**src/rtl/sdi12_pkg.sv**
```systemverilog
// ----------------------------------------------------------------------------
// sdi12_pkg
// types, register codes and frame builder for the sdi-12 line transceiver
// ----------------------------------------------------------------------------
package sdi12_pkg;

  localparam int TICK_W     = 20;
  localparam int BIT_TICK_W = 16;
  localparam int CHAR_W     = 7;
  localparam int FRAME_W    = 10;
  localparam int BIDX_W     = 4;
  localparam int CFG_IDX_W  = 4;
  localparam int CFG_DATA_W = 20;

  localparam logic [1:0] OP_TICK  = 2'd0;
  localparam logic [1:0] OP_SEND  = 2'd1;
  localparam logic [1:0] OP_BREAK = 2'd2;
  localparam logic [1:0] OP_RECV  = 2'd3;

  localparam logic [CFG_IDX_W-1:0] REG_BIT_TICKS   = 4'd0;
  localparam logic [CFG_IDX_W-1:0] REG_BREAK_TICKS = 4'd1;
  localparam logic [CFG_IDX_W-1:0] REG_MARK_TICKS  = 4'd2;
  localparam logic [CFG_IDX_W-1:0] REG_MAX_CHARS   = 4'd3;

  localparam logic [BIT_TICK_W-1:0] BIT_TICKS_RST   = 16'd770;
  localparam logic [TICK_W-1:0]     BREAK_TICKS_RST = 20'd13000;
  localparam logic [TICK_W-1:0]     MARK_TICKS_RST  = 20'd9000;
  localparam logic [CHAR_W-1:0]     MAX_CHARS_RST   = 7'd31;

  localparam logic [CHAR_W-1:0] CHAR_CR    = 7'd13;
  localparam logic [BIDX_W-1:0] BIDX_LAST  = 4'd6;
  localparam logic [BIDX_W-1:0] BIDX_DATA  = 4'd7;
  localparam logic [BIDX_W-1:0] BIDX_STOP  = 4'd8;
  localparam logic [BIDX_W-1:0] BIDX_FRAME = 4'd10;

  typedef enum logic [2:0] {
    PH_IDLE,
    PH_BRK_HI,
    PH_BRK_LO,
    PH_TX,
    PH_RX_WAIT,
    PH_RX_START,
    PH_RX_DATA
  } phase_t;

  typedef struct packed {
    logic [1:0]        operation;
    logic [CHAR_W-1:0] tx_char;
    logic              line_in;
  } in_item_t;

  typedef struct packed {
    logic              line_out;
    logic              drive_enable;
    logic              rx_valid;
    logic [CHAR_W-1:0] rx_char;
    logic              rx_end;
    logic              busy_res;
    logic              rejected;
  } out_item_t;

  typedef struct packed {
    logic [BIT_TICK_W-1:0] bit_ticks;
    logic [TICK_W-1:0]     break_ticks;
    logic [TICK_W-1:0]     mark_ticks;
    logic [CHAR_W-1:0]     max_chars;
  } cfg_regs_t;

  // start high, inverted data lsb first, parity over inverted data, stop low
  function automatic logic [FRAME_W-1:0] make_frame(input logic [CHAR_W-1:0] c);
    logic [CHAR_W-1:0] inv;
    inv = ~c;
    return {1'b0, ^inv, inv, 1'b1};
  endfunction

endpackage

```
**src/rtl/sdi12_line_transceiver.sv**
```systemverilog
// ----------------------------------------------------------------------------
// sdi12_line_transceiver
// path: an accepted beat passes through the input register, then the result register
// throughput: one tick beat per cycle while out_ready does not stall the
//   result register, set by the single-pass step from input to result register
// reset: synchronous active-low rst_n returns the line to idle, clears all
//   counters and loads the default bit, break, mark and character limits
// ----------------------------------------------------------------------------
module sdi12_line_transceiver import sdi12_pkg::*; (
  input  logic                  clk,
  input  logic                  rst_n,
  input  logic                  in_valid,
  output logic                  in_ready,
  input  in_item_t              in_data,
  output logic                  out_valid,
  input  logic                  out_ready,
  output out_item_t             out_data,
  input  logic                  cfg_valid,
  output logic                  cfg_ready,
  input  logic [CFG_IDX_W-1:0]  cfg_index,
  input  logic [CFG_DATA_W-1:0] cfg_data
);

  cfg_regs_t cfg_r;
  in_item_t  in_data_r;
  logic      in_valid_r;
  out_item_t out_data_r;
  logic      out_valid_r;
  out_item_t step_res;
  logic      advance;

  assign cfg_ready = 1'b1;
  assign advance   = in_valid_r && (!out_valid_r || out_ready);
  assign in_ready  = !in_valid_r || advance;
  assign out_valid = out_valid_r;
  assign out_data  = out_data_r;

  always_ff @(posedge clk) begin
    if (!rst_n) begin
      cfg_r.bit_ticks   <= BIT_TICKS_RST;
      cfg_r.break_ticks <= BREAK_TICKS_RST;
      cfg_r.mark_ticks  <= MARK_TICKS_RST;
      cfg_r.max_chars   <= MAX_CHARS_RST;
    end else if (cfg_valid) begin
      case (cfg_index)
        REG_BIT_TICKS:   cfg_r.bit_ticks   <= cfg_data[BIT_TICK_W-1:0];
        REG_BREAK_TICKS: cfg_r.break_ticks <= cfg_data[TICK_W-1:0];
        REG_MARK_TICKS:  cfg_r.mark_ticks  <= cfg_data[TICK_W-1:0];
        REG_MAX_CHARS:   cfg_r.max_chars   <= cfg_data[CHAR_W-1:0];
        default:         cfg_r             <= cfg_r;
      endcase
    end
  end

  always_ff @(posedge clk) begin
    if (!rst_n) begin
      in_valid_r <= 1'b0;
    end else if (in_ready) begin
      in_valid_r <= in_valid;
    end
  end

  always_ff @(posedge clk) begin
    if (in_ready && in_valid) begin
      in_data_r <= in_data;
    end
  end

  always_ff @(posedge clk) begin
    if (!rst_n) begin
      out_valid_r <= 1'b0;
    end else if (advance) begin
      out_valid_r <= 1'b1;
    end else if (out_ready) begin
      out_valid_r <= 1'b0;
    end
  end

  always_ff @(posedge clk) begin
    if (advance) begin
      out_data_r <= step_res;
    end
  end

  sdi12_engine u_engine (
    .clk     (clk),
    .rst_n   (rst_n),
    .step_en (advance),
    .cfg     (cfg_r),
    .item    (in_data_r),
    .res     (step_res)
  );

  a_rej_busy: assert property (@(posedge clk) disable iff (!rst_n)
    out_valid_r && out_data_r.rejected |-> out_data_r.busy_res)
    else $error("rejected beat without busy");

  a_rx_not_driving: assert property (@(posedge clk) disable iff (!rst_n)
    out_valid_r && out_data_r.rx_valid |-> !out_data_r.drive_enable)
    else $error("character received while driving");

  a_line_driven: assert property (@(posedge clk) disable iff (!rst_n)
    out_valid_r && out_data_r.line_out |-> out_data_r.drive_enable)
    else $error("line high while not driving");

  a_cr_end: assert property (@(posedge clk) disable iff (!rst_n)
    out_valid_r && out_data_r.rx_end && !out_data_r.rx_valid |-> out_data_r.rx_char == '0)
    else $error("end without character carries data");

endmodule

```
**src/rtl/sdi12_engine.sv**
```systemverilog
// ----------------------------------------------------------------------------
// sdi12_engine
// per-tick line state machine: break, frame transmit and character receive
// ----------------------------------------------------------------------------
module sdi12_engine import sdi12_pkg::*; (
  input  logic      clk,
  input  logic      rst_n,
  input  logic      step_en,
  input  cfg_regs_t cfg,
  input  in_item_t  item,
  output out_item_t res
);

  phase_t              phase_r, phase_nxt;
  logic [TICK_W-1:0]   tick_r, tick_nxt;
  logic [BIDX_W-1:0]   bidx_r, bidx_nxt;
  logic [FRAME_W-1:0]  frame_r, frame_nxt;
  logic [CHAR_W-1:0]   shift_r, shift_nxt;
  logic [CHAR_W-1:0]   count_r, count_nxt;
  logic [CHAR_W-1:0]   pend_r, pend_nxt;

  phase_t              ph_a;
  logic [TICK_W-1:0]   tick_a;
  logic [BIDX_W-1:0]   bidx_a;
  logic [FRAME_W-1:0]  frame_a;
  logic [CHAR_W-1:0]   shift_a;
  logic [CHAR_W-1:0]   count_a;
  logic [CHAR_W-1:0]   pend_a;
  logic                rej;

  logic [TICK_W-1:0]   tick_inc;
  logic [TICK_W-1:0]   target;
  logic [BIT_TICK_W:0] half_target;
  logic                done;
  logic [CHAR_W-1:0]   shift_smp;
  logic [CHAR_W-1:0]   count_inc;
  logic                cr_hit;
  logic                lim_hit;
  logic                rx_event;

  // request handling ahead of the phase step
  always_comb begin
    ph_a    = phase_r;
    tick_a  = tick_r;
    bidx_a  = bidx_r;
    frame_a = frame_r;
    shift_a = shift_r;
    count_a = count_r;
    pend_a  = pend_r;
    rej     = 1'b0;
    if (item.operation != OP_TICK) begin
      if (phase_r != PH_IDLE) begin
        rej = 1'b1;
      end else begin
        case (item.operation)
          OP_SEND: begin
            frame_a = make_frame(item.tx_char);
            bidx_a  = '0;
            tick_a  = '0;
            ph_a    = PH_TX;
          end
          OP_BREAK: begin
            pend_a = item.tx_char;
            tick_a = '0;
            ph_a   = PH_BRK_HI;
          end
          OP_RECV: begin
            count_a = '0;
            shift_a = '0;
            bidx_a  = '0;
            tick_a  = '0;
            ph_a    = PH_RX_WAIT;
          end
          default: begin
            ph_a = phase_r;
          end
        endcase
      end
    end
  end

  assign half_target = {1'b0, cfg.bit_ticks} + {2'b00, cfg.bit_ticks[BIT_TICK_W-1:1]};

  always_comb begin
    case (ph_a)
      PH_BRK_HI:   target = cfg.break_ticks;
      PH_BRK_LO:   target = cfg.mark_ticks;
      PH_RX_START: target = TICK_W'(half_target);
      default:     target = TICK_W'(cfg.bit_ticks);
    endcase
  end

  assign tick_inc  = tick_a + 1'b1;
  assign done      = (tick_inc >= target);
  assign shift_smp = (bidx_a < BIDX_DATA) ? {~item.line_in, shift_a[CHAR_W-1:1]} : shift_a;
  assign count_inc = count_a + 1'b1;
  assign cr_hit    = (shift_smp == CHAR_CR);
  assign lim_hit   = (count_inc >= cfg.max_chars);
  assign rx_event  = done && (bidx_a == BIDX_LAST);

  // next state
  always_comb begin
    phase_nxt = ph_a;
    tick_nxt  = tick_a;
    bidx_nxt  = bidx_a;
    frame_nxt = frame_a;
    shift_nxt = shift_a;
    count_nxt = count_a;
    pend_nxt  = pend_a;
    case (ph_a)
      PH_BRK_HI: begin
        tick_nxt = done ? '0 : tick_inc;
        if (done) begin
          phase_nxt = PH_BRK_LO;
        end
      end
      PH_BRK_LO: begin
        tick_nxt = done ? '0 : tick_inc;
        if (done) begin
          frame_nxt = make_frame(pend_a);
          bidx_nxt  = '0;
          phase_nxt = PH_TX;
        end
      end
      PH_TX: begin
        tick_nxt = done ? '0 : tick_inc;
        if (done) begin
          if (bidx_a + 1'b1 >= BIDX_FRAME) begin
            bidx_nxt  = '0;
            phase_nxt = PH_IDLE;
          end else begin
            bidx_nxt = bidx_a + 1'b1;
          end
        end
      end
      PH_RX_WAIT: begin
        if (item.line_in) begin
          tick_nxt  = '0;
          bidx_nxt  = '0;
          phase_nxt = PH_RX_START;
        end
      end
      PH_RX_START, PH_RX_DATA: begin
        tick_nxt = done ? '0 : tick_inc;
        if (done) begin
          phase_nxt = PH_RX_DATA;
          shift_nxt = shift_smp;
          if (bidx_a == BIDX_LAST) begin
            if (cr_hit) begin
              phase_nxt = PH_IDLE;
              bidx_nxt  = '0;
            end else begin
              count_nxt = count_inc;
              if (lim_hit) begin
                phase_nxt = PH_IDLE;
                bidx_nxt  = '0;
              end else begin
                bidx_nxt = BIDX_DATA;
              end
            end
          end else if (bidx_a >= BIDX_STOP) begin
            bidx_nxt  = '0;
            phase_nxt = PH_RX_WAIT;
          end else begin
            bidx_nxt = bidx_a + 1'b1;
          end
        end
      end
      default: begin
        phase_nxt = PH_IDLE;
      end
    endcase
  end

  // result
  always_comb begin
    res              = '0;
    res.rejected     = rej;
    res.busy_res     = (ph_a != PH_IDLE);
    case (ph_a)
      PH_BRK_HI: begin
        res.line_out     = 1'b1;
        res.drive_enable = 1'b1;
      end
      PH_BRK_LO: begin
        res.drive_enable = 1'b1;
      end
      PH_TX: begin
        res.line_out     = (bidx_a < BIDX_FRAME) ? frame_a[bidx_a] : 1'b0;
        res.drive_enable = 1'b1;
      end
      PH_RX_START, PH_RX_DATA: begin
        if (rx_event) begin
          if (cr_hit) begin
            res.rx_end = 1'b1;
          end else begin
            res.rx_valid = 1'b1;
            res.rx_char  = shift_smp;
            res.rx_end   = lim_hit;
          end
        end
      end
      default: begin
        res.line_out = 1'b0;
      end
    endcase
  end

  always_ff @(posedge clk) begin
    if (!rst_n) begin
      phase_r <= PH_IDLE;
      tick_r  <= '0;
      bidx_r  <= '0;
      frame_r <= '0;
      shift_r <= '0;
      count_r <= '0;
      pend_r  <= '0;
    end else if (step_en) begin
      phase_r <= phase_nxt;
      tick_r  <= tick_nxt;
      bidx_r  <= bidx_nxt;
      frame_r <= frame_nxt;
      shift_r <= shift_nxt;
      count_r <= count_nxt;
      pend_r  <= pend_nxt;
    end
  end

endmodule
```
**config.mk**
```make
export PLATFORM = sky130hd
export DESIGN_NAME = sdi12_line_transceiver
export DESIGN_NICKNAME = d
export VERILOG_FILES = /design/src/rtl/sdi12_pkg.sv /design/src/rtl/sdi12_line_transceiver.sv /design/src/rtl/sdi12_engine.sv
export SDC_FILE = /design/constraint.sdc
export NUM_CORES = 1
export LEC_CHECK = 0
export BUFFER_PORTS_ARGS = -buffer_cell sky130_fd_sc_hd__buf_2
export CORE_MARGIN = 10
export CORE_UTILIZATION = 65
export CTS_CLUSTER_SIZE = 10
export DETAILED_ROUTE_END_ITERATION = 10
export PLACE_DENSITY = 0.89
export SLEW_MARGIN = 20
export SYNTH_ARGS = -nofsm -noshare
export SYNTH_HDL_FRONTEND = slang
export SYNTH_SLANG_ARGS = --single-unit
export TNS_END_PERCENT = 50
```
**constraint.sdc**
```tcl
create_clock -name clk -period 13.81 [get_ports clk]
set_clock_uncertainty 0.15 [all_clocks]
set_input_delay 1.381 -clock clk [delete_from_list [all_inputs] [get_ports clk]]
set_output_delay 1.381 -clock clk [all_outputs]
set_load 0.01 [all_outputs]
```
## Yosys cells after proc, flatten, opt, wreduce, memory -nomap -nowiden

Index checks and enable logic that the tools add are counted.

| word-level totals | value |
|---|---|
| output and inout port bits | 16 |
| register bits after elaboration | 146 |
| input bits | 39 |

| operators by class | value |
|---|---|
| reduce and logical (&&, ||, !) cells | 25 |
| equal/unequal tests | 14 |
| multiplexer cells | 65 |
| add/sub/neg operators | 4 |
| order comparisons | 7 |
| bitwise gates (word level) | 5 |

Operators by type and width:

| operator | count |
|---|---|
| $mux W7 | 16 |
| $mux W20 | 5 |
| $pmux W20 S3 | 1 |
| $mux W10 | 5 |
| $mux W4 | 11 |
| $pmux W20 S2 | 1 |
| $mux W3 | 12 |
| $add A20 B1 Y20 const B | 1 |
| $ge A20 B20 Y1 | 1 |
| $add A16 B15 Y17 | 1 |
| $pmux W4 S4 | 1 |
| $pmux W3 S5 | 1 |
| $not A7 Y7 | 2 |
| $reduce_xor A7 Y1 | 2 |
| $reduce_and A2 Y1 | 5 |
| $eq A3 B3 Y1 const B | 3 |
| $pmux W3 S3 | 1 |
| $reduce_or A3 Y1 | 3 |
| $eq A4 B2 Y1 const B | 2 |
| $ge A4 B4 Y1 const B | 2 |
| $mux W8 | 1 |
| $add A7 B1 Y7 const B | 1 |
| $eq A7 B4 Y1 const B | 1 |
| $ge A7 B7 Y1 | 1 |
| 23 further kinds | 40 |

## Longest topological paths before layout

| logic depth | value |
|---|---|
| depth in word-level cells | 12 |
| depth in mapped cells | 23 |
| mapped depth without buffers | 18 |

## Cells and area by module

A second synthesis with hierarchy kept.

| unflattened totals | value |
|---|---|
| cell total of the unflattened synthesis | 1024 |
| area total of the unflattened synthesis | 8789.7 um^2 |

By module, submodules not included:

| module | cells an instance | sequential area each (um^2) | area an instance (um^2) | instances |
|---|---|---|---|---|
| sdi12_engine | 737 | 1161.1 | 5521.5 | 1 |
| sdi12_line_transceiver | 287 | 1991.9 | 3268.1 | 1 |

## Worst setup path before layout

OpenSTA, ideal clock, no wires.

| timing path | value |
|---|---|
| path type | reg-to-reg |
| start | register in_data_r[8] (netlist bit) |
| end | register u_engine.shift_r[0] |
| arrival | 4677 ps |
| data required time | 13598 ps |
| period minus slack after synthesis | 4889 ps |
| stages on the path, launching flop included | 23 |
| path slack | 8921 ps |
| path buffers | 4 |
| cells stage by stage | edfxtp_1 -> inv_1 -> ha_1 -> buf_2 -> or4_4 -> clkbuf_1 -> clkbuf_1 -> and2_1 -> ha_1 -> and4_1 -> and3_1 -> and3_1 -> xnor2_1 -> nor2_1 -> ha_1 -> a21oi_1 -> o21ai_1 -> o2111ai_1 -> o21ai_1 -> nand2_1 -> clkbuf_1 -> nor3_1 -> a32o_1 |

| between the ends | value |
|---|---|
| word-level cells in the longest chain between the ends | 9 |
| elaborated cells on any way between the ends | 30 |

Ends and longest elaborated chain:

| item | line | RTL |
|---|---|---|
| from (decl) | sdi12_line_transceiver.sv:25 | `in_item_t in_data_r;` |
| from (signal assigned) | sdi12_line_transceiver.sv:65 | `in_data_r <= in_data;` |
| $eq A2 B1 Y1 / $eq A2 B2 Y1 (equally long branches) | sdi12_engine.sv:55 | `case (item.operation)` |
| $reduce_or A3 Y1 (no line) (tied with other cells) | - |  |
| $mux W20 (tied with other cells) | sdi12_engine.sv:55 |  |
| $mux W20 (tied with other cells) | sdi12_engine.sv:52 | `if (phase_r != PH_IDLE) begin` |
| $mux W20 (tied with other cells) | sdi12_engine.sv:51 | `if (item.operation != OP_TICK) begin` |
| $add A20 B1 Y20 (tied with other cells) | sdi12_engine.sv:93 | `assign tick_inc = tick_a + 1'b1;` |
| $ge A20 B20 Y1 / $mux W7 (equally long branches) | sdi12_engine.sv:94, sdi12_engine.sv:95 |  |
| $mux W7 | sdi12_engine.sv:145 | `if (done) begin` |
| $mux W7 (*) | sdi12_engine.sv:110 | `case (ph_a)` |
| to (signal assigned) | sdi12_engine.sv:223 | `shift_r <= shift_nxt;` |
| to (decl) | sdi12_engine.sv:18 | `logic [CHAR_W-1:0] shift_r, shift_nxt;` |

Every way passes the cells marked *; elsewhere a longest branch is shown, timed or not.
A chain may end at the register's enable or synchronous reset.

## Worst setup path in the final report

| timing path | value |
|---|---|
| start | register in_data_r[9] (netlist bit) |
| end | register u_engine.shift_r[5] |

Same word-level chain as after synthesis.

==> impl_results.md <==
- Result of the run: completed
- Starting utilization of the core area: 66.5%
- CTS Root Buffer Type: clkbuf_16
- Via count of the first global-routing pass: 8085
- Placed wire-length estimate: 16500 um
- CTS hold repair buffers: 0
- Final count of pins violating max slew: 0
- Remaining global-route overflow: 0
- Vias per cell: 6.53
- Core Box Area: 13300 um2
- Number of detailed-routing iterations run before antenna repair: 6
- Post-synth EDFFs: 23
- Setup tns final: 0 ns
- Post-CTS Repair Setup Buffers: 0
- FF+latch count, synth: 146
- Antenna Diode Count: 0
- Post-synthesis cell count: 1108
- Reg-to-reg startpoint: in_data_r[9]$_DFFE_PP_
- Register-to-register setup slack: 7.99 ns
- Share of layout cells above drive strength 1: 9.15%
- Clock network latency to the later pin of the worst-skew pair: 0.43 ns
- Sequential cell area fraction in the yosys report: 35.7%
- Htree depth: 4
- Total number of placement rows: 42
- Mapped Avg Cell Area: 7.98 um2
- DP Worst Slack: 8.32 ns
- Least-Margin Pin Slew: 1.04 ns
- Overall via count from detail_route: 8576
- Slew margin rel.: 30.3%
- Shortest period the worst path allows: 5.82 ns
- Clock buffers created by TritonCTS: 17
- Clock tree from TritonCTS: yes
- Sinks on Clock Net: 146
- Die width: 137 um
- Input/output buffers: 53
- Resized Gates After CTS: 0
- Remaining routing DRC violations: 0
- Maximum clock rate: 172 MHz
- Worst voltage drop across the vdd grid: 0.109 mV
- Core utilization of the finished layout: 73.5%
- Global-route wire length before repair: 39500 um
- Synthesis warning total: 0
- Post-detailed-routing wire length: 24200 um
- Synthesized Nets: 1201
- Startpoint class of the critical path: register
- Final routed wire length divided by cell count: 18.4 um
- Fraction of registers with async set or reset after synthesis: 0%
- Chip Height: 137 um
- Last weighted congestion value of the routability-driven placer: 0.950
- Number of endpoints with negative hold slack in the final report: 0
- Crit Path Max Fanout: 22
- Global routing usage summed across all routing layers: 25.9%
- Starting DRT DRC Count: 1122
- Endpoint class of the critical path: register
- Ys flop type: dfxtp_1
- Arrival time at the worst endpoint: 6.03 ns
- Final antenna-violating net count: 0
- Synth unique cells: 83
- Largest net degree at the start of global routing: 68
- Initial antenna violation count: 0
- Crit share post-route: 42.1%
- Die Area: 18700 um2
- Static leakage power: 0.00383 uW
- Max-capacitance violation count: 0
- Number of setup violations in the final report: 0
- RSZ-0062 raised after global routing: no
- Critical path origin: in_data_r[9]$_DFFE_PP_
- Hold Path Class: register to register
- Min-Delay Startpoint: cfg_r[11]$_SDFFE_PN0P_
- Clk buf depth: 2
- Number of nets in the finished design: 1217
- Final setup margin: 7.99 ns
- Req. time, crit path: 14.03 ns
- Critical path class: register to register
- Io pins: 55
- Area grow syn2layout: 10.5%
- Clock-pin slew of the registers on the worst-case setup and hold paths: 0.06 ns
- Power per standard cell area: 109 nW/um2
- Synthesized cell area: 8840 um2
-- final timing paths --
kind              cells past startpoint                                to
hold / removal                        2            cfg_r[11]$_SDFFE_PN0P_
setup reg to reg                     18  u_engine.shift_r[5]$_SDFFE_PN0P_
hold reg to reg                       2            cfg_r[11]$_SDFFE_PN0P_
setup / recovery                     18  u_engine.shift_r[5]$_SDFFE_PN0P_
-- where the power goes --
| part | internal [uW] | switching (uW) | leakage, uW |
|---|---|---|---|
| clock | 295 | 184 | 0.000303 |
| combinational | 45.6 | 86.2 | 0.00231 |
| sequential | 443 | 9.72 | 0.00121 |
| total | 783 | 280 | 0.00383 |
-- worst max-delay path: stages (launching register included) --
cell and delay [ns]:
edfxtp_1 0.39, inv_1 0.08, ha_1 0.33, or4_4 0.61, and2_1 0.24, ha_1 0.21
and4_1 0.23, and3_1 0.23, and3_1 0.20, xnor2_1 0.12, nor2_1 0.15, ha_1 0.17
a21oi_1 0.06, o21ai_1 0.18, o2111ai_1 0.14, o21ai_1 0.66, nand2_1 0.59, nor3_1 0.79
a32o_1 0.22
-- cells in the mapped netlist (10+ instances only) --
library cell / instances / share of area [%]
a22oi_1: 20 / 1.7
edfxtp_1: 23 / 7.8
inv_1: 40 / 1.7
nand4_1: 12 / 0.85
ha_1: 53 / 7.5
xor2_1: 15 / 1.5
and3_1: 10 / 0.71
nor3_1: 17 / 0.96
clkbuf_1: 53 / 2.3
nand3_1: 39 / 2.2
xnor2_1: 25 / 2.5
nand2_1: 215 / 9.1
and2_1: 13 / 0.92
o21ai_0: 53 / 3.0
a21oi_1: 84 / 4.8
mux2i_1: 21 / 2.4
nor2_1: 86 / 3.7
o21a_1: 16 / 1.4
a211oi_1: 13 / 1.1
dfxtp_1: 123 / 28
-- sequential cells by signal, indices dropped and copies added (netlist names) --
signal	cells
in_data_r	10
u_engine.tick_r	20
u_engine.shift_r	7
u_engine.count_r	7
u_engine.frame_r	10
out_data	13
cfg_r	63
in_valid_r	1
u_engine.phase_r	3
out_valid	1
u_engine.bidx_r	4
u_engine.pend_r	7
-- routing by layer --
| layer | routed length [um] | vias to the layer above | GRT usage [%] |
|---|---|---|---|
| li1 | - | 4031 | - |
| met1 | 10100 | 3987 | 33.9 |
| met2 | 11000 | 495 | 40.3 |
| met3 | 2400 | 63 | 5.87 |
| met4 | 662 | 0 | 10.7 |
| met5 | 0 | - | 0 |
-- cells in the final DEF, fill, tap and decap left out, drive strengths merged, types with 6 or more instances in the layout --
cell type and instances:
nor4 10, nand2 215, a21o 9, dfxtp 123, buf 60, a32o 9
nand3 40, clkinv 9, nor2 86, mux2i 21, o311ai 6, xnor2 25
and3 10, edfxtp 23, nand4 12, o21a 16, a31oi 7, nor2b 6
o211ai 8, o22ai 8, clkbuf 20, o21ai 60, a21oi 85, and2 14
nor3 17, a221oi 8, xor2 15, a22oi 20, ha 53, a211oi 13
inv 41
-- kinds of logic (layout without fill, tap and decap cells) --
family / Yosys count / after routing / share of synthesized area (%)
flops: 146 / 146 / 35.7
other cells: 1 / 1 / 0.0424
simple gates: 450 / 450 / 23.6
compound gates: 290 / 290 / 21.6
fa+ha+maj: 54 / 54 / 7.73
buf+inv: 104 / 133 / 4.54
xor+xnor: 40 / 40 / 3.96
mux: 23 / 23 / 2.89
-- per-stage QoR --
stage	hold slack [ns]	cells	cell area, um2	power, uW
6_report	0.300	1313	9770	1060
5_1_grt	0.325	1313	9770	1090
4_1_cts	0.301	1313	9760	1060
3_5_place_dp	0.293	1281	9150	587
3_3_place_gp	0.289	1281	9150	585
2_1_floorplan	0.283	1108	8840	549
-- layout make-up --
class                           count  area, um2
Clock inverter                     12        154
Fill cell                         966       3520
Timing Repair Buffer               60        320
Inverter                           41        154
Multi-Input combinational cell    858       5310
Tap cell                          176        220
Sequential cell                   146       3150
Clock buffer                       20        458
Note: power is estimated with default switching activity, not from simulation.
